`src/sv/ssc_ram.sv`:
```
// ----------------------------------------------------------------------------
// ssc_ram
// Generic simple dual-port RAM: one write port, one read port with
// registered read data.
// ----------------------------------------------------------------------------
module ssc_ram #(
  parameter int WIDTH = 8,
  parameter int DEPTH = 128
) (
  input  logic                     clk,
  input  logic                     we,
  input  logic [$clog2(DEPTH)-1:0] waddr,
  input  logic [WIDTH-1:0]         wdata,
  input  logic [$clog2(DEPTH)-1:0] raddr,
  output logic [WIDTH-1:0]         rdata
);

  logic [WIDTH-1:0] mem [DEPTH];

  always_ff @(posedge clk) begin
    if (we) begin
      mem[waddr] <= wdata;
    end
    rdata <= mem[raddr];
  end

endmodule

```
`config.mk`:
```
export PLATFORM = sky130hd
export DESIGN_NAME = ssc_ram
export DESIGN_NICKNAME = d
export VERILOG_FILES = /design/src/sv/ssc_ram.sv
export SDC_FILE = /design/constraint.sdc
export NUM_CORES = 1
export LEC_CHECK = 0
export BUFFER_PORTS_ARGS = -buffer_cell sky130_fd_sc_hd__buf_2
export CORE_MARGIN = 2
export CORE_UTILIZATION = 57
export CTS_CLUSTER_SIZE = 40
export DETAILED_ROUTE_END_ITERATION = 7
export GPL_TIMING_DRIVEN = 0
export HOLD_SLACK_MARGIN = 0.02
export PLACE_DENSITY = 0.82
export SKIP_LAST_GASP = 1
export SLEW_MARGIN = 20
export SYNTH_ARGS = -nofsm -noshare
export SYNTH_HDL_FRONTEND = slang
export SYNTH_SLANG_ARGS = --single-unit
```
`constraint.sdc`:
```
create_clock -name clk -period 2.5 [get_ports clk]
set_clock_uncertainty 0.2 [all_clocks]
set_input_delay 0 -clock clk [delete_from_list [all_inputs] [get_ports clk]]
set_output_delay 0 -clock clk [all_outputs]
set_load 0.005 [all_outputs]
```
; Yosys cells after proc, flatten, opt, wreduce, memory -nomap -nowiden
; Memories as Yosys holds them, arrays and structs flattened. A register that Yosys moved wholly into a read port is not among the register bits.
; Index checks and enable logic that the tools add are counted.
[totals]
romBits = 0
ramBits = 1024
in_bits = 24
n_memories = 1
elab_cells = 3
regBits = 0
latch_bits = 0
[classes]
n_mux = 2
multipliers = 0
bitwise_logic = 0
addsub = 0
n_shift = 0
div_mod_pow = 0
order_cmp = 0
eq_ne = 0
reduce_logical = 0
[memory_table]
columns = memory, depth, word_bits, rd, rd_clocked_by_memory_dff, write_ports, line_no
row1 = mem, 128, 8, 1, 1, 1, 18  ; logic [WIDTH-1:0] mem [DEPTH];
[op_table]
columns = cell, n
row1 = $mux 1, 2

; Logic depth before layout (Yosys ltp)
[logic_depth]
ltp_word = 2
depth_mapped = 7

; Least setup slack after synthesis
; No wires, ideal clock.
[synth_path]
path_kind = in2reg
from = input raddr[0]
to = register rdata[0] (read register of mem)
setup_slack_ns = -0.204
arrival_ns = 2.383
n_path_buf = 2
path_stages = 6
path_cell_list = clkbuf_1 -> buf_1 -> mux4_2 -> mux4_2 -> mux4_2 -> mux2_2
[synth_rtl]
columns = item, line_no
row1 = start: declaration, 14  ; input logic [$clog2(DEPTH)-1:0] raddr,
row2 = end: declaration, 15  ; output logic [WIDTH-1:0] rdata

==> impl_metrics.json <==
{
  "status": "finished, violations left",
  "violations": "negative setup slack",
  "final_common_cell": "edfxtp_1",
  "core_sq_um": 68700,
  "area_delta_synth_final_pct": 13.5,
  "final-setup-viol-count": 41,
  "netSwitchingFraction_pct": 22.0,
  "final_cell_mix": "1,024 x edfxtp_1, 336 x mux4_2, 119 x nor2_1",
  "yosysSeqAreaShare_pct": 77.9,
  "mappedNetlistNets": 1659,
  "cp_data_arrival_time_ns": 3.22,
  "finalHoldViolations": 0,
  "switching_power_mw": 8.17,
  "critPathBufInv": 0,
  "clockRootBuffer": "clkbuf_16",
  "clk_pin_slew_ns": 0.07,
  "cts_buffers": 96,
  "clock_latency_ns": 0.71,
  "final_nets": 1802,
  "rsz0062_at_grt": "true",
  "multi_input_area_sq_um": 8430,
  "cpPeakStageDelay_ns": 0.61,
  "path_class": "flip-flop to flip-flop",
  "cts_max_path_buffers": 3,
  "first_pass_iters": 6,
  "overflow": 0,
  "postRouteAntennaNets": 0,
  "critical-path-top-delay-family": "multiplexers",
  "min_path_type": "input port to flip-flop",
  "portBuffers": 20,
  "clock.fmax_mhz": 349,
  "fin_crit_sh_pct": 115,
  "globalRouteMet1Util_pct": 40.4,
  "place_hpwl_microns": 61300,
  "syn_area_sq_um": 39700,
  "num_rows": 96,
  "netlist_top_cells_area": "edfxtp_1 78%, mux4_2 19%, nor2_1 1.2%",
  "fin_util_pct": 65.5,
  "place_area_sq_um": 41400,
  "power.leakage_nw": 13.8,
  "grtUsageTotal_pct": 32.4,
  "power_frac_seq_pct": 51.4,
  "synth_cell_type_count": 17,
  "layout-drive-gt1-share_pct": 31.8,
  "drt_iter0_drc": 3683,
  "max_cap_viol_count": 0,
  "routed_wirelength_microns": 112000,
  "max-vdd-ir-drop_v": 0.000766,
  "p_per_area_nw_per_um2": 826,
  "ys_ff_latch": 1032,
  "tightest_slew_ns": 1.25,
  "grt_pass1_vias": 20600,
  "crit_chain": "mux4_2 -> mux4_2 -> mux4_2 -> mux2_4",
  "dieArea_sq_um": 71700,
  "io_pins": 32,
  "initial_utilization_pct": 57.7,
  "netlist_instances": 1635,
  "vias": 20200,
  "cts_setup_buffers": 0,
  "clkPwrFrac_pct": 43.0,
  "p_int_mw": 29.0,
  "yosysTopAreaCellShare_pct": 77.5,
  "drc": 0,
  "num-fill-cells": 4048,
  "cp_common_cell": "mux4_2",
  "grt_max_degree": 93,
  "combPwrFrac_pct": 5.6,
  "drt-wirelength-per-cell_microns": 40.1,
  "setup_ws_ns": -0.363,
  "crit_fanout": 2,
  "htreeDepth": 3,
  "end_kind": "flip-flop",
  "antenna_found_initial": 12,
  "setup.worst_path.start_class": "flip-flop",
  "vias_per_cell": 7.23,
  "seq_area_sq_um": 30900,
  "use_met2_pct": 51.4,
  "avgSynthCellArea_sq_um": 24.3,
  "slew_viol_final": 0,
  "use_met3_pct": 8.27,
  "grt-busiest-layer": "met2",
  "cts_tree": "yes",
  "synth_area_leader_cell": "edfxtp_1",
  "ys.warnings.count": 0,
  "worstPathRequired_ns": 2.86,
  "relSlewSlack_pct": 16.8,
  "fin_setup_tns_ns": -3.55,
  "cts_sinks": 1032,
  "grt_pass1_wl_microns": 158000,
  "die_w_microns": 268,
  "min_period_ns": 2.86,
  "die_h_microns": 268,
  "cp_slowest_cell": "mux4_2",
  "fin_area_sq_um": 45000,
  "gp_congestion": 0.880
}
[cell usage after synthesis, drive strengths merged]
cell / n
dfxtp: 8
edfxtp: 1024
nand3: 12
or3: 1
nand2b: 2
nor2: 122
clkbuf: 44
nor3: 9
nand2: 14
nor2b: 7
mux2: 8
buf: 45
mux4: 336
nand4: 3
[worst reg2reg max path, stage by stage, from the launching register on]
cell and delay (ns):
edfxtp_1 0.43, mux4_2 0.55, mux4_2 0.61, mux4_2 0.61, mux2_4 0.33
[through the flow]
| step | setup slack, ns | total power [mW] | cells | hold WS [ns] |
|---|---|---|---|---|
| 2_1_floorplan | 0.00212 | 20.5 | 1635 | -0.101 |
| 6_report | -0.363 | 37.2 | 2797 | 0.0526 |
| 3_5_place_dp | -1.27 | 21.4 | 2594 | 0.176 |
| 3_3_place_gp | -1.22 | 21.3 | 2586 | 0.185 |
| 4_1_cts | -0.298 | 36.9 | 2789 | 0.0303 |
| 5_1_grt | -0.334 | 37.7 | 2789 | 0.0749 |
[logic make-up (layout without fill, tap and decap cells)]
family,Yosys count,in the layout,share of synthesized area (%)
muxes,344,344,19.3
other,0,8,0
DFF,1032,1032,77.9
buffers and inverters,89,312,1.01
and+or+nand+nor,170,170,1.76
[repair_timing]
| item | in CTS | in global routing |
|---|---|---|
| endpoints found under the hold margin | 1145 | 0 |
| pin swaps | 0 | 0 |
| resized for setup | 23 | 2 |
| hold buffers | 17 | 0 |
| setup endpoints to repair | 32 | 24 |
[routing by layer]
metal	routed length [microns]	up-vias
met4	8820	8
met2	54500	1969
met3	13600	492
met5	113	-
met1	35100	10400
li1	-	7319
[worst paths after layout]
check                              from              endpoint  slack [ns]  cells after the start
setup / recovery  mem[112][2]$_DFFE_PP_      rdata[2]$_DFF_P_       -0.36                      4
hold / removal                       we  mem[86][7]$_DFFE_PP_        0.05                      3
setup reg to reg  mem[112][2]$_DFFE_PP_      rdata[2]$_DFF_P_       -0.36                      4
hold reg to reg    mem[77][7]$_DFFE_PP_      rdata[7]$_DFF_P_        1.05                      4
[flip-flops by register name, summed over array words and instances, names as in the netlist]
| signal | count |
|---|---|
| rdata | 8 |
| mem | 1024 |
[power groups by stage]
stage | combinational, mW | clock, mW | sequential, mW
floorplan | 0.995 | 0 | 19.5
global placement | 1.75 | 0 | 19.5
detailed placement | 1.88 | 0 | 19.5
CTS | 1.99 | 15.8 | 19.1
global route | 2.09 | 16.4 | 19.1
finish | 2.07 | 16.0 | 19.1
[final cells by class]
type                            count  share of cell area (%)
Sequential cell                  1032                    68.6
Buffer                             89                    1.30
Tap cell                          931                    2.59
Multi-Input combinational cell    514                    18.7
Timing Repair Buffer               45                    1.18
Clock inverter                     63                    1.75
Antenna cell                        8                  0.0445
Clock buffer                      115                    5.77
Note: power is estimated with default switching activity, not from simulation.
